**config.mk**
```make
export PLATFORM = sky130hd
export DESIGN_NAME = reverb_ducking_mixer
export DESIGN_NICKNAME = d
export VERILOG_FILES = /design/src/rtl/rdm_pkg.sv /design/src/rtl/reverb_ducking_mixer.sv /design/src/rtl/rdm_ctrl.sv /design/src/rtl/rdm_datapath.sv
export SDC_FILE = /design/constraint.sdc
export NUM_CORES = 2
export LEC_CHECK = 0
export ABC_AREA = 1
export ABC_CLOCK_PERIOD_IN_PS = 9640
export BUFFER_PORTS_ARGS = -buffer_cell sky130_fd_sc_hd__buf_2
export CORE_ASPECT_RATIO = 0.7
export CORE_UTILIZATION = 45
export DETAILED_ROUTE_END_ITERATION = 12
export PLACE_DENSITY = 0.6
export SYNTH_ARGS = -nofsm -noshare
export SYNTH_HDL_FRONTEND = slang
export SYNTH_HIERARCHICAL = 1
export SYNTH_SLANG_ARGS = --single-unit
```
**constraint.sdc**
```tcl
create_clock -name aclk -period 9.64 [get_ports aclk]
set_input_delay 1.446 -clock aclk [delete_from_list [all_inputs] [get_ports aclk]]
set_output_delay 1.446 -clock aclk [all_outputs]
set_load 0.05 [all_outputs]
```
**src/rtl/rdm_pkg.sv**
```systemverilog
// ----------------------------------------------------------------------------
// rdm_pkg
// Shared types, register map and constants of the ducking reverb mixer.
// ----------------------------------------------------------------------------
package rdm_pkg;

    localparam int SAMPLE_W   = 16;
    localparam int CFG_ADDR_W = 3;
    localparam int CFG_DATA_W = 16;

    // Register reset values
    localparam logic [15:0] THRESHOLD_RST = 16'd1966;
    localparam logic [15:0] RECIP_RST     = 16'd4267;
    localparam logic [15:0] DEPTH_RST     = 16'd53620;
    localparam logic [15:0] RELEASE_RST   = 16'd8192;
    localparam logic [15:0] WET_MIX_RST   = 16'd22938;
    localparam logic [15:0] MAKEUP_RST    = 16'd40960;
    localparam logic        STEREO_RST    = 1'b1;
    localparam logic        BYPASS_RST    = 1'b0;

    // 0.001 in Q0.16, unity and 0.01 gain in Q0.16 (17 bits for unity)
    localparam logic [15:0] ATTACK_COEF = 16'd66;
    localparam logic [16:0] GAIN_ONE    = 17'h10000;
    localparam logic [16:0] GAIN_FLOOR  = 17'd655;

    typedef enum logic [CFG_ADDR_W-1:0] {
        REG_THRESHOLD = 3'd0,
        REG_RECIP     = 3'd1,
        REG_DEPTH     = 3'd2,
        REG_RELEASE   = 3'd3,
        REG_WET_MIX   = 3'd4,
        REG_MAKEUP    = 3'd5,
        REG_STEREO    = 3'd6,
        REG_BYPASS    = 3'd7
    } cfg_idx_t;

    // Datapath step codes issued by the sequencer
    typedef enum logic [3:0] {
        OP_NONE      = 4'd0,
        OP_LOAD      = 4'd1,
        OP_ENV_MUL   = 4'd2,
        OP_ENV_UPD   = 4'd3,
        OP_EXC_MUL   = 4'd4,
        OP_EXC_CLAMP = 4'd5,
        OP_RED_MUL   = 4'd6,
        OP_GAIN      = 4'd7,
        OP_G_MUL     = 4'd8,
        OP_DM_MUL    = 4'd9,
        OP_WG_MUL    = 4'd10,
        OP_WM_MUL    = 4'd11,
        OP_SUM       = 4'd12,
        OP_RND       = 4'd13,
        OP_EMIT      = 4'd14
    } dp_op_t;

    typedef struct packed {
        dp_op_t op;
        logic   chan;   // 0 left, 1 right
    } rdm_cmd_t;

    typedef struct packed {
        logic bypass;
        logic stereo;
    } rdm_stat_t;

endpackage

```
**src/rtl/reverb_ducking_mixer.sv**
```systemverilog
// Sequence: a frame runs the envelope and gain steps, then the mix steps for the left channel
//   and again for the right in stereo, while bypass goes straight to emit; every product passes
//   in turn through the single shared multiplier, and no new frame is taken until emit.
// A finished frame waits in the output register while the next frame is taken in.
// Reset: synchronous active-low aresetn clears the envelope, the handshakes and loads
//   the register defaults.
// ----------------------------------------------------------------------------
// reverb_ducking_mixer
// Sidechain ducker: dry-level envelope follower lowers the reverb gain, then
// mixes dry and wet with makeup gain and 16-bit saturation; bypass passes dry through.
// ----------------------------------------------------------------------------
module reverb_ducking_mixer (
    input  logic                               aclk,
    input  logic                               aresetn,
    input  logic                               s_tvalid,
    output logic                               s_tready,
    // dry_left[15:0], dry_right[31:16], wet_left[47:32], wet_right[63:48]
    input  logic [4*rdm_pkg::SAMPLE_W-1:0]     s_tdata,
    output logic                               m_tvalid,
    input  logic                               m_tready,
    // out_left[15:0], out_right[31:16]
    output logic [2*rdm_pkg::SAMPLE_W-1:0]     m_tdata,
    input  logic                               cfg_wr_en,
    input  logic [rdm_pkg::CFG_ADDR_W-1:0]     cfg_addr,
    input  logic [rdm_pkg::CFG_DATA_W-1:0]     cfg_wdata
);
    import rdm_pkg::*;

    rdm_cmd_t  cmd;
    rdm_stat_t stat;

    rdm_ctrl u_ctrl (
        .aclk     (aclk),
        .aresetn  (aresetn),
        .s_tvalid (s_tvalid),
        .s_tready (s_tready),
        .m_tvalid (m_tvalid),
        .m_tready (m_tready),
        .stat     (stat),
        .cmd      (cmd)
    );

    rdm_datapath u_datapath (
        .aclk      (aclk),
        .aresetn   (aresetn),
        .cmd       (cmd),
        .stat      (stat),
        .s_tdata   (s_tdata),
        .cfg_wr_en (cfg_wr_en),
        .cfg_addr  (cfg_addr),
        .cfg_wdata (cfg_wdata),
        .m_tdata   (m_tdata)
    );

endmodule

```
**src/rtl/rdm_ctrl.sv**
```systemverilog
// ----------------------------------------------------------------------------
// rdm_ctrl
// Sequencer: walks one frame through the shared multiplier and owns the
// stream handshakes.
// ----------------------------------------------------------------------------
module rdm_ctrl (
    input  logic              aclk,
    input  logic              aresetn,
    input  logic              s_tvalid,
    output logic              s_tready,
    output logic              m_tvalid,
    input  logic              m_tready,
    input  rdm_pkg::rdm_stat_t stat,
    output rdm_pkg::rdm_cmd_t  cmd
);
    import rdm_pkg::*;

    typedef enum logic [13:0] {
        S_IDLE      = 14'b00000000000001,
        S_ENV_MUL   = 14'b00000000000010,
        S_ENV_UPD   = 14'b00000000000100,
        S_EXC_MUL   = 14'b00000000001000,
        S_EXC_CLAMP = 14'b00000000010000,
        S_RED_MUL   = 14'b00000000100000,
        S_GAIN      = 14'b00000001000000,
        S_G_MUL     = 14'b00000010000000,
        S_DM_MUL    = 14'b00000100000000,
        S_WG_MUL    = 14'b00001000000000,
        S_WM_MUL    = 14'b00010000000000,
        S_SUM       = 14'b00100000000000,
        S_RND       = 14'b01000000000000,
        S_EMIT      = 14'b10000000000000
    } state_t;

    state_t state_reg, state_next;
    logic   chan_reg, chan_next;
    logic   out_valid_reg, out_valid_next;
    logic   emit;

    always_comb begin
        state_next = state_reg;
        chan_next  = chan_reg;
        cmd.op     = OP_NONE;
        cmd.chan   = chan_reg;
        emit       = 1'b0;
        unique case (state_reg)
            S_IDLE: begin
                if (s_tvalid) begin
                    cmd.op     = OP_LOAD;
                    chan_next  = 1'b0;
                    state_next = stat.bypass ? S_EMIT : S_ENV_MUL;
                end
            end
            S_ENV_MUL: begin
                cmd.op     = OP_ENV_MUL;
                state_next = S_ENV_UPD;
            end
            S_ENV_UPD: begin
                cmd.op     = OP_ENV_UPD;
                state_next = S_EXC_MUL;
            end
            S_EXC_MUL: begin
                cmd.op     = OP_EXC_MUL;
                state_next = S_EXC_CLAMP;
            end
            S_EXC_CLAMP: begin
                cmd.op     = OP_EXC_CLAMP;
                state_next = S_RED_MUL;
            end
            S_RED_MUL: begin
                cmd.op     = OP_RED_MUL;
                state_next = S_GAIN;
            end
            S_GAIN: begin
                cmd.op     = OP_GAIN;
                state_next = S_G_MUL;
            end
            S_G_MUL: begin
                cmd.op     = OP_G_MUL;
                state_next = S_DM_MUL;
            end
            S_DM_MUL: begin
                cmd.op     = OP_DM_MUL;
                state_next = S_WG_MUL;
            end
            S_WG_MUL: begin
                cmd.op     = OP_WG_MUL;
                state_next = S_WM_MUL;
            end
            S_WM_MUL: begin
                cmd.op     = OP_WM_MUL;
                state_next = S_SUM;
            end
            S_SUM: begin
                cmd.op     = OP_SUM;
                state_next = S_RND;
            end
            S_RND: begin
                cmd.op = OP_RND;
                // run the right channel only in stereo
                if (!chan_reg && stat.stereo) begin
                    chan_next  = 1'b1;
                    state_next = S_DM_MUL;
                end else begin
                    state_next = S_EMIT;
                end
            end
            S_EMIT: begin
                // hold until the output register is free
                if (!out_valid_reg || m_tready) begin
                    cmd.op     = OP_EMIT;
                    emit       = 1'b1;
                    state_next = S_IDLE;
                end
            end
            default: state_next = S_IDLE;
        endcase
    end

    always_comb begin
        if (emit) begin
            out_valid_next = 1'b1;
        end else if (m_tready) begin
            out_valid_next = 1'b0;
        end else begin
            out_valid_next = out_valid_reg;
        end
    end

    always_ff @(posedge aclk) begin
        if (!aresetn) begin
            state_reg     <= S_IDLE;
            chan_reg      <= 1'b0;
            out_valid_reg <= 1'b0;
        end else begin
            state_reg     <= state_next;
            chan_reg      <= chan_next;
            out_valid_reg <= out_valid_next;
        end
    end

    assign s_tready = (state_reg == S_IDLE);
    assign m_tvalid = out_valid_reg;

endmodule

```
**src/rtl/rdm_datapath.sv**
```systemverilog
// ----------------------------------------------------------------------------
// rdm_datapath
// Register file, envelope state and one shared 33x18 multiplier with its
// operand select, driven step by step from the sequencer.
// ----------------------------------------------------------------------------
module rdm_datapath (
    input  logic                               aclk,
    input  logic                               aresetn,
    input  rdm_pkg::rdm_cmd_t                  cmd,
    output rdm_pkg::rdm_stat_t                 stat,
    input  logic [4*rdm_pkg::SAMPLE_W-1:0]     s_tdata,
    input  logic                               cfg_wr_en,
    input  logic [rdm_pkg::CFG_ADDR_W-1:0]     cfg_addr,
    input  logic [rdm_pkg::CFG_DATA_W-1:0]     cfg_wdata,
    output logic [2*rdm_pkg::SAMPLE_W-1:0]     m_tdata
);
    import rdm_pkg::*;

    localparam logic signed [50:0] ENV_HALF = 51'sd32768;
    localparam logic signed [51:0] OUT_HALF = 52'sd1073741824;
    localparam logic signed [51:0] SAT_MAX  = 52'sd32767;
    localparam logic signed [51:0] SAT_MIN  = -52'sd32768;

    function automatic logic [16:0] abs17(input logic signed [15:0] x);
        logic signed [16:0] xe;
        logic signed [16:0] xn;
        xe = {x[15], x};
        xn = -xe;
        return xe[16] ? xn : xe;
    endfunction

    // Configuration registers
    logic [15:0] thr_reg, recip_reg, depth_reg, rel_reg, wmix_reg, mk_reg;
    logic        stereo_reg, bypass_reg;
    logic [16:0] env_reg, env_next;

    // Working registers of the current frame
    logic signed [15:0] dl_reg, dr_reg, wl_reg, wr_reg;
    logic signed [15:0] res_l_reg, res_r_reg, out_l_reg, out_r_reg;
    logic [16:0]        level_reg, level_next;
    logic               over_reg;
    logic [16:0]        tmp_reg;
    logic [15:0]        g_reg;
    logic signed [50:0] prod_reg;
    logic signed [32:0] acc_reg;
    logic signed [51:0] sum_reg, sum_next;

    logic signed [15:0] in_dl, in_dr, in_wl, in_wr;
    logic [16:0]        abs_l, abs_r;
    logic signed [17:0] env_diff;
    logic [15:0]        env_coef;
    logic signed [50:0] env_rnd, env_delta;
    logic [16:0]        exc_diff;
    logic [43:0]        ex_wide;
    logic [16:0]        ex_clamp;
    logic [16:0]        gain_raw, gain_fl, gain_next;
    logic signed [15:0] dry_sel, wet_sel;
    logic signed [32:0] mul_a;
    logic signed [17:0] mul_b;
    logic signed [50:0] mul_p;
    logic               mul_en;
    logic signed [51:0] q_out;
    logic signed [15:0] sat_out;

    assign in_dl = s_tdata[15:0];
    assign in_dr = s_tdata[31:16];
    assign in_wl = s_tdata[47:32];
    assign in_wr = s_tdata[63:48];

    assign abs_l      = abs17(in_dl);
    assign abs_r      = abs17(in_dr);
    assign level_next = (stereo_reg && (abs_r > abs_l)) ? abs_r : abs_l;

    // Envelope: fast attack while rising, configurable release while falling
    assign env_diff  = $signed({1'b0, level_reg}) - $signed({1'b0, env_reg});
    assign env_coef  = (level_reg > env_reg) ? ATTACK_COEF : rel_reg;
    assign env_rnd   = prod_reg + ENV_HALF;
    assign env_delta = env_rnd >>> 16;
    assign env_next  = env_reg + env_delta[16:0];

    assign exc_diff = env_reg - {1'b0, thr_reg};
    assign ex_wide  = prod_reg[50:7];
    assign ex_clamp = (ex_wide > 44'd65536) ? GAIN_ONE : ex_wide[16:0];

    assign gain_raw  = GAIN_ONE - {1'b0, prod_reg[31:16]};
    assign gain_fl   = (gain_raw < GAIN_FLOOR) ? GAIN_FLOOR : gain_raw;
    assign gain_next = over_reg ? gain_fl : GAIN_ONE;

    assign dry_sel = cmd.chan ? dr_reg : dl_reg;
    assign wet_sel = cmd.chan ? wr_reg : wl_reg;

    always_comb begin
        mul_a  = '0;
        mul_b  = '0;
        mul_en = 1'b1;
        case (cmd.op)
            OP_ENV_MUL: begin
                mul_a = {{15{env_diff[17]}}, env_diff};
                mul_b = {2'b00, env_coef};
            end
            OP_EXC_MUL: begin
                mul_a = {16'h0, exc_diff};
                mul_b = {2'b00, recip_reg};
            end
            OP_RED_MUL: begin
                mul_a = {16'h0, tmp_reg};
                mul_b = {2'b00, depth_reg};
            end
            OP_G_MUL: begin
                mul_a = {16'h0, tmp_reg};
                mul_b = {2'b00, wmix_reg};
            end
            OP_DM_MUL: begin
                mul_a = {{17{dry_sel[15]}}, dry_sel};
                mul_b = {2'b00, mk_reg};
            end
            OP_WG_MUL: begin
                mul_a = {{17{wet_sel[15]}}, wet_sel};
                mul_b = {2'b00, g_reg};
            end
            OP_WM_MUL: begin
                mul_a = prod_reg[32:0];
                mul_b = {2'b00, mk_reg};
            end
            default: mul_en = 1'b0;
        endcase
    end

    assign mul_p = mul_a * mul_b;

    // (dry*mk << 16) + wet*g*mk, plus half an output LSB
    assign sum_next = $signed({{3{acc_reg[32]}}, acc_reg, 16'h0})
                    + $signed({prod_reg[50], prod_reg}) + OUT_HALF;

    assign q_out = sum_reg >>> 31;

    always_comb begin
        if (q_out > SAT_MAX) begin
            sat_out = 16'sh7fff;
        end else if (q_out < SAT_MIN) begin
            sat_out = -16'sh8000;
        end else begin
            sat_out = q_out[15:0];
        end
    end

    always_ff @(posedge aclk) begin
        if (!aresetn) begin
            thr_reg    <= THRESHOLD_RST;
            recip_reg  <= RECIP_RST;
            depth_reg  <= DEPTH_RST;
            rel_reg    <= RELEASE_RST;
            wmix_reg   <= WET_MIX_RST;
            mk_reg     <= MAKEUP_RST;
            stereo_reg <= STEREO_RST;
            bypass_reg <= BYPASS_RST;
            env_reg    <= '0;
        end else begin
            if (cfg_wr_en) begin
                unique case (cfg_addr)
                    REG_THRESHOLD: thr_reg    <= cfg_wdata;
                    REG_RECIP:     recip_reg  <= cfg_wdata;
                    REG_DEPTH:     depth_reg  <= cfg_wdata;
                    REG_RELEASE:   rel_reg    <= cfg_wdata;
                    REG_WET_MIX:   wmix_reg   <= cfg_wdata;
                    REG_MAKEUP:    mk_reg     <= cfg_wdata;
                    REG_STEREO:    stereo_reg <= cfg_wdata[0];
                    REG_BYPASS:    bypass_reg <= cfg_wdata[0];
                    default: ;
                endcase
            end
            if (cmd.op == OP_ENV_UPD) begin
                env_reg <= env_next;
            end
        end
    end

    always_ff @(posedge aclk) begin
        if (mul_en) begin
            prod_reg <= mul_p;
        end
        case (cmd.op)
            OP_LOAD: begin
                dl_reg    <= in_dl;
                dr_reg    <= in_dr;
                wl_reg    <= in_wl;
                wr_reg    <= in_wr;
                level_reg <= level_next;
                // dry values stand as the result for bypass and mono right
                res_l_reg <= in_dl;
                res_r_reg <= in_dr;
            end
            OP_EXC_MUL:   over_reg <= (env_reg > {1'b0, thr_reg});
            OP_EXC_CLAMP: tmp_reg  <= ex_clamp;
            OP_GAIN:      tmp_reg  <= gain_next;
            OP_DM_MUL: begin
                if (!cmd.chan) begin
                    g_reg <= prod_reg[31:16];
                end
            end
            OP_WG_MUL:    acc_reg <= prod_reg[32:0];
            OP_SUM:       sum_reg <= sum_next;
            OP_RND: begin
                if (cmd.chan) begin
                    res_r_reg <= sat_out;
                end else begin
                    res_l_reg <= sat_out;
                end
            end
            OP_EMIT: begin
                out_l_reg <= res_l_reg;
                out_r_reg <= res_r_reg;
            end
            default: ;
        endcase
    end

    assign stat.bypass = bypass_reg;
    assign stat.stereo = stereo_reg;
    assign m_tdata     = {out_r_reg, out_l_reg};

endmodule

```
==> results.yml <==
sta:
  relSlewSlack_pct: 20.4
  post-route-period-util_pct: 95.2
  fmax_mhz: 109
  setup-tns-final_ns: 0
  rsz0062_at_grt: "false"
  hold_viol: 0
  skew_ns: 0.0322
  layout_min_cycle_time_ns: 9.17
  maxSlewViolCount: 0
  worst_pin_slew_ns: 1.19
  setup_viol: 0
detailed_routing:
  vias_per_cell: 5.60
  vias: 37900
  drc: 0
  drt_first_iter_violations: 5330
  wl_met1_um: 72300
  wirelength_um: 159000
  postRouteAntennaNets: 0
  wire_per_inst_um: 23.5
  firstDrtPassIters: 6
  wl_met2_um: 57100
  highest_layer: "met5"
  dr_wl_met3_um: 26400
die:
  initial_core_util_pct: 45.8
  chipHeight_um: 262
  fp-row-count: 94
  core_um2: 94700
  die_w_um: 373
  pin_count: 122
  dieArea_um2: 97500
final_layout:
  final_util_pct: 50.0
  layout_commonest_cell: "nand2_1"
  final_cell_mix: "nand2_1, inv_1, fa_1, a21oi_1, nor2_1"
  syn2layout_area_growth_pct: 9.35
  final_cells: 6774
  largest_reg_flops: 50
  nets: 6339
  drive_above_1_share_pct: 8.49
setup_path:
  arrival_ns: 9.61
  critPathCaptureType: "flip-flop"
  slowest_delay_ns: 0.60
  slowest_stage: "fa_1"
  reg2reg_setup_slack_ns: 0.62
  critPathMostFrequentCell: "fa_1"
  crit_type: "in -> reg"
  worstPathMaxFanout: 8
  worstPathRequired_ns: 10.08
  start_kind: "input pin"
cts:
  cts.sinks: 414
  h-tree-depth: 2
  cts_repair_resize_count: 0
  cts_buffers: 43
  clk_pin_slew_ns: 0.09
  cts_tree: "yes"
  clkLatencyLatePin_ns: 0.62
  cts_setup_buffers: 0
  cts-root-buf: "clkbuf_16"
  cts_max_path_buffers: 3
  cts_hold_buffers: 0
power_and_ir_drop:
  total_power_uw: 4950
  powerDensity_nw_per_um2: 105
  p_leak_uw: 0.0230
  peakVddDrop_v: 0.000109
synth:
  synth-main-ff-cell: "edfxtp_1"
  ys_ff_latch: 414
  postSynth.asyncResetShare_pct: 0
  synth.distinct_cells: 63
  ys_warn_count: 6
  synth_area_um2: 43300
  synth_cells: 5323
  ys_seq_area_share_pct: 25.7
  synth_edf_count: 283
  syn_area_per_cell_um2: 8.14
place:
  place.gp.congestion: 1.07
  post-place-cells: 6691
  place_hpwl_um: 130000
  io_buffers: 121
grt:
  antenna_found_initial: 6
  grt_overflow: 0
  grt_pass1_vias: 35700
  grt_max_degree: 118
  grt_pass1_wl_um: 235000
  grtUsageTotal_pct: 32.7
hold_path:
  hp-class: "reg -> reg"
run_status:
  status: "complete, no violations"
job:
  max-cap-violations: 0
-- final timing paths --
check | from | to | cells after the start
max | m_tready | u_datapath/prod_reg[29]$_DFFE_PP_ | 30
min | u_datapath/res_l_reg[7]$_DFFE_PP_ | u_datapath/out_l_reg[7]$_DFFE_PN_ | 0
max reg2reg | u_ctrl/state_reg[10]$_SDFFE_PN0P_ | u_datapath/prod_reg[29]$_DFFE_PP_ | 33
min reg2reg | u_datapath/res_l_reg[7]$_DFFE_PP_ | u_datapath/out_l_reg[7]$_DFFE_PN_ | 0
-- per-stage QoR --
stage / cell area, um2 / worst slack, ns / hold slack, ns
global route: 47400 / 0.0382 / 0.423
finish: 47400 / 0.466 / 0.421
CTS: 47400 / 0.643 / 0.421
detailed placement: 45900 / 0.0420 / 0.406
global placement: 45900 / 0.148 / 0.402
floorplan: 43300 / 1.21 / 0.400
-- cell type report --
type	instances	area, um2
fillers	9208	47300
inverters	1093	4100
flip-flops and latches	414	11100
diodes	3	7.51
well taps	1248	1560
clock buffers	48	1120
multi-input cells	3668	27400
repair buffers	268	1760
clock inverters	32	333
-- Yosys cell counts (all sizes together), types with 49 or more instances --
cell type | number | area [um2]
nand2 | 1169 | 4480
inv | 1089 | 4090
fa | 506 | 10100
a21oi | 432 | 2160
nor2 | 404 | 1610
edfxtp | 283 | 8500
o21ai | 264 | 1320
ha | 257 | 3220
nand3 | 252 | 1370
dfxtp | 131 | 2620
buf | 100 | 601
xor2 | 82 | 718
clkbuf | 49 | 184
-- kinds of logic (layout without fill, tap and decap cells) --
| kind of cell | after synthesis | in the layout | synth area share, % |
|---|---|---|---|
| AND/OR/NAND/NOR | 1970 | 1970 | 19.4 |
| buffers and inverters | 1242 | 1441 | 11.3 |
| XOR/XNOR | 97 | 97 | 1.96 |
| other | 2 | 6 | 0.0173 |
| AO/OA/AOI/OAI | 835 | 835 | 10.8 |
| flip-flops | 414 | 414 | 25.7 |
| adder cells (fa/ha/maj) | 763 | 763 | 30.8 |
-- report_power, final --
| part | leakage, uW | switching, uW | internal [uW] | total, uW |
|---|---|---|---|---|
| sequential | 0.00372 | 58.6 | 2040 | 2100 |
| clock | 0.000696 | 784 | 1000 | 1790 |
| combinational | 0.0186 | 787 | 283 | 1070 |
| total | 0.0230 | 1630 | 3320 | 4950 |
-- critical path: cells and delay by family --
family / cells / cell delay [ns]
compound gates: 5 / 1.63
fa+ha+maj: 7 / 3.20
simple gates: 10 / 2.03
buf+inv: 7 / 1.04
xor+xnor: 1 / 0.23
-- metal layers --
metal / GRT usage [%] / vias to the layer above
li1: - / 17100
met1: 49.5 / 18400
met3: 15.5 / 195
met2: 41.1 / 2216
met4: 5.96 / 6
met5: 2.12 / -
Power figures use the tool's default switching activity.
